$ cat src/rtl/fslc_ram.sv
// Generic single-write, single-read RAM with registered read data.
// No dependencies.
`default_nettype none
module fslc_ram #(
    parameter int WIDTH = 8,
    parameter int DEPTH = 16
) (
    input  wire logic                                   clk,
    input  wire logic                                   we,
    input  wire logic [((DEPTH > 1) ? $clog2(DEPTH) : 1)-1:0] waddr,
    input  wire logic [WIDTH-1:0]                       wdata,
    input  wire logic                                   re,
    input  wire logic [((DEPTH > 1) ? $clog2(DEPTH) : 1)-1:0] raddr,
    output logic      [WIDTH-1:0]                       rdata
);
    logic [WIDTH-1:0] mem [DEPTH];

    always_ff @(posedge clk)
    begin
        if (we)
        begin
            mem[waddr] <= wdata;
        end
        if (re)
        begin
            rdata <= mem[raddr];
        end
    end
endmodule
`default_nettype wire

$ cat config.mk
export PLATFORM = sky130hd
export DESIGN_NAME = fslc_ram
export DESIGN_NICKNAME = d
export VERILOG_FILES = /design/src/rtl/fslc_ram.sv
export SDC_FILE = /design/constraint.sdc
export NUM_CORES = 1
export LEC_CHECK = 0
export ABC_AREA = 1
export CAP_MARGIN = 20
export CORE_MARGIN = 8
export CORE_UTILIZATION = 45
export CTS_CLUSTER_SIZE = 12
export DETAILED_ROUTE_END_ITERATION = 10
export DONT_BUFFER_PORTS = 1
export GPL_TIMING_DRIVEN = 0
export PLACE_DENSITY = 0.58
export SLEW_MARGIN = 0
export SYNTH_ARGS = -nofsm -noshare
export SYNTH_HDL_FRONTEND = slang
export SYNTH_SLANG_ARGS = --single-unit
$ cat constraint.sdc
create_clock -name clk -period 1.1 [get_ports clk]
set_input_delay 0.11 -clock clk [delete_from_list [all_inputs] [get_ports clk]]
set_output_delay 0.11 -clock clk [all_outputs]
set_load 0.02 [all_outputs]
=== Word level (Yosys, flattened, before mapping) ===
Memories as Yosys holds them, arrays and structs flattened. A register that Yosys moved wholly into a read port is not among the register bits.
Cells that the tools add are included.
W data, S select, Z words.

* Multiplexer cells: 2

{| class="wikitable"
|+ Operators by type and width
! operator !! number
|-
| $mux W1 || 2
|}

* Output and inout bits: 8
* Memory bits (writable): 128
* Memories: 1
* Register bits after elaboration: 0
* Logic and storage cells: 3

{| class="wikitable"
|+ Memories
! memory !! depth !! bits a word !! read ports !! clocked after memory_dff !! wr ports !! line !! RTL
|-
| mem || 16 || 8 || 1 || 1 || 1 || 16 || <nowiki>logic [WIDTH-1:0] mem [DEPTH];</nowiki>
|}

=== Logic depth before layout (Yosys ltp) ===
* Depth after elaboration: 2
* Depth in mapped cells: 8

=== Worst setup path before layout ===
Ideal clock, no wire load.

* Kind: in2reg
* From: input waddr[3] (netlist name)
* To: memory mem[4][0] (enable)
* Arrival time: 0.691 ns
* Cell stages on the path: 2
* Path buffers: 0
* Setup time: 0.370 ns
* Path slack: 0.039 ns
* Required time: 0.730 ns
* Path through: nand3b_1 nor2_1

{| class="wikitable"
|+ RTL lines
! item !! line !! RTL
|-
| from (decl) || 10 || <nowiki>input wire logic [((DEPTH > 1) ? $clog2(DEPTH) : 1)-1:0] waddr,</nowiki>
|-
| to (decl) || 16 ||
|}

Straight into the memory's write port.

==> impl_metrics.py <==
metrics = {
    "global_route": {
        "antenna_found_initial": 0,
        "globalRouteTotalUtil": 0.192,
        "grt_pass1_wl_um": 22800,
        "grt_start_max_net_pins": 17,
        "grt_pass1_vias": 3778,
        "grt.overflow.total": 0,
    },
    "hold_path": {
        "hold_path_class": "in -> reg",
        "hold_end": "mem[7][6]",
        "worst_hold_startpoint": "waddr[1]",
        "hold_depth": 2,
    },
    "die": {
        "initial_core_util": 0.461,
        "core_sq_um": 12700,
        "num_rows": 41,
        "die_w_um": 130,
        "die_h_um": 130,
        "io_pins": 27,
        "dieArea_sq_um": 16900,
    },
    "timing": {
        "period_minus_slack_ns": 1.10,
        "finClkSkew_ns": 0.00590,
        "rsz0062_at_grt": "true",
        "fin_crit_sh": 0.997,
        "final-setup-viol-count": 0,
        "timing.fmax_mhz": 912,
        "slew_headroom": 0.385,
        "drv_slew": 0,
        "tightest_slew_ns": 0.920,
        "fin_setup_tns_ns": 0,
        "final_hold_viol_count": 0,
        "setup_ws_ns": 0.00293,
    },
    "placement": {
        "gp_congestion": 0.841,
        "io_buffers": 0,
        "dpl.hpwl_um": 9580,
        "place_ws_ns": -0.507,
        "place_area_sq_um": 6060,
    },
    "yosys": {
        "synth-seq-area-share": 0.698,
        "ys_warn_count": 0,
        "syn_nets": 570,
        "avgSynthCellArea_sq_um": 10.6,
        "syn_inst": 551,
        "ys_ff_latch": 136,
        "synthDistinctLibCells": 11,
        "syn_area_sq_um": 5850,
    },
    "cells_and_area": {
        "area_growth_pct": 21.1,
        "antenna_cells": 0,
        "drive_gt1_frac": 0.209,
        "layout.nets": 598,
        "final_cell_area_sq_um": 7080,
    },
    "clocking": {
        "cts_tree": "done",
        "cts.sinks": 136,
        "postCtsSetupBuffers": 0,
        "path_clk_slew_ns": 0.06,
        "clk_latency_ns": 0.42,
        "cts_buffers": 17,
        "h-tree-depth": 4,
        "cts-root-buf": "clkbuf_16",
        "cts.path.max_buffers": 2,
    },
    "critical_path": {
        "reg2reg_slack_ns": 0.003,
        "critPathKind": "reg -> reg",
        "end_kind": "flip-flop",
        "r2r-start": "mem[9][4]",
        "worst_ep_required_time_ns": 1.27,
        "rr_worst_depth": 6,
        "crit_start": "mem[9][4]",
        "crit_fanout": 1,
        "arrival_ns": 1.26,
        "reg2reg_to": "rdata[4]",
        "crit_path_start_kind": "flip-flop",
    },
    "drt": {
        "routed-via-count": 3801,
        "drt_iter0_drc": 421,
        "finalWirelength_um": 14900,
        "ant_nets": 0,
        "drt_pass1_iterations": 5,
        "routedWlPerCell_um": 19.5,
        "vias_per_cell": 4.98,
        "drc": 0,
    },
    "outcome": {
        "status": "finished, final reports clean",
    },
    "power": {
        "power_density_nw_per_um2": 1810,
        "peakVddDrop_v": 0.00116,
        "p_leak_uw": 0.00298,
    },
    "run": {
        "cap_violations": 0,
    },
}
==> worst max-delay path, stage by stage, from the launching register on <==
cell,delay [ns]
edfxtp_1,0.38
inv_1,0.06
nand2_1,0.05
nand3_1,0.08
nand3_1,0.09
nand3_2,0.10
nand2_2,0.08
==> cell usage after synthesis <==
master | number | area, sq um
nand2_1 | 173 | 649
edfxtp_1 | 136 | 4080
inv_1 | 100 | 375
nand3_1 | 97 | 485
nor2_1 | 17 | 63.8
buf_2 | 13 | 65.1
buf_6 | 6 | 67.6
buf_4 | 4 | 30.0
inv_2 | 2 | 7.51
nand3b_1 | 2 | 15.0
buf_1 | 1 | 3.75
==> per-layer routing <==
metal	track usage	part of all wire
met5	0	0
met2	0.297	0.47
met3	0.0534	0.075
met1	0.252	0.44
met4	0.0745	0.017
==> placed cells by master, fill, tap and decap left out <==
master | synthesis | layout
nand2_1 | 173 | 155
edfxtp_1 | 136 | 136
inv_1 | 100 | 99
nand3_1 | 97 | 49
nand3_2 | 0 | 48
nand2_2 | 0 | 18
clkbuf_16 | 0 | 17
nor2_1 | 17 | 15
buf_2 | 13 | 13
dlygate4sd3_1 | 0 | 9
buf_6 | 6 | 6
bufinv_16 | 0 | 5
buf_4 | 4 | 4
inv_2 | 2 | 3
clkinv_4 | 0 | 3
clkinv_2 | 0 | 3
nand3b_1 | 2 | 2
nor2_2 | 0 | 2
clkbuf_1 | 0 | 2
clkbuf_2 | 0 | 1
clkinvlp_4 | 0 | 1
clkinv_1 | 0 | 1
==> metrics by stage <==
stage	hold WS, ns	utilization	total power (uW)	std cells
2_1_floorplan	0.209	-	6410	551
3_3_place_gp	0.210	0.478	6610	723
3_5_place_dp	0.210	0.478	6620	723
4_1_cts	0.187	0.540	12800	764
5_1_grt	0.219	0.559	13200	764
6_report	0.198	0.559	12800	764
==> logic make-up after synthesis <==
kind of cell,Yosys count,share of synthesized area
AND/OR/NAND/NOR,289,0.208
flip-flops,136,0.698
buffers and inverters,126,0.0939
==> flip-flops by register name (all words and copies together) (netlist names) <==
name,flops
mem,128
rdata,8
==> worst max-delay path by stage <==
stage,end,depth (start not counted)
CTS,rdata[3],6
detailed placement,mem[4][7],2
floorplan,mem[4][0],2
global placement,mem[4][7],2
global route,rdata[3],6
finish,rdata[4],6
==> final cells by class <==
cell class | count | area [sq um]
repair buffers | 9 | 90.1
clock buffers | 19 | 433
fillers | 1105 | 5590
well taps | 172 | 215
flip-flops and latches | 136 | 4080
multi-input cells | 289 | 1500
inverters | 102 | 383
clock inverters | 13 | 203
plain buffers | 24 | 168
==> power by group <==
part	switching (uW)	total, uW	internal (uW)
sequential	61.5	5910	5850
combinational	577	818	241
clock	2090	6100	4000
==> what timing repair did <==
action	CTS	global route
hold buffers	9	0
pin swaps	0	31
resized for setup	14	56
endpoints found under the setup margin	15	16
endpoints found under the hold margin	136	0
Power figures use the tool's default switching activity.
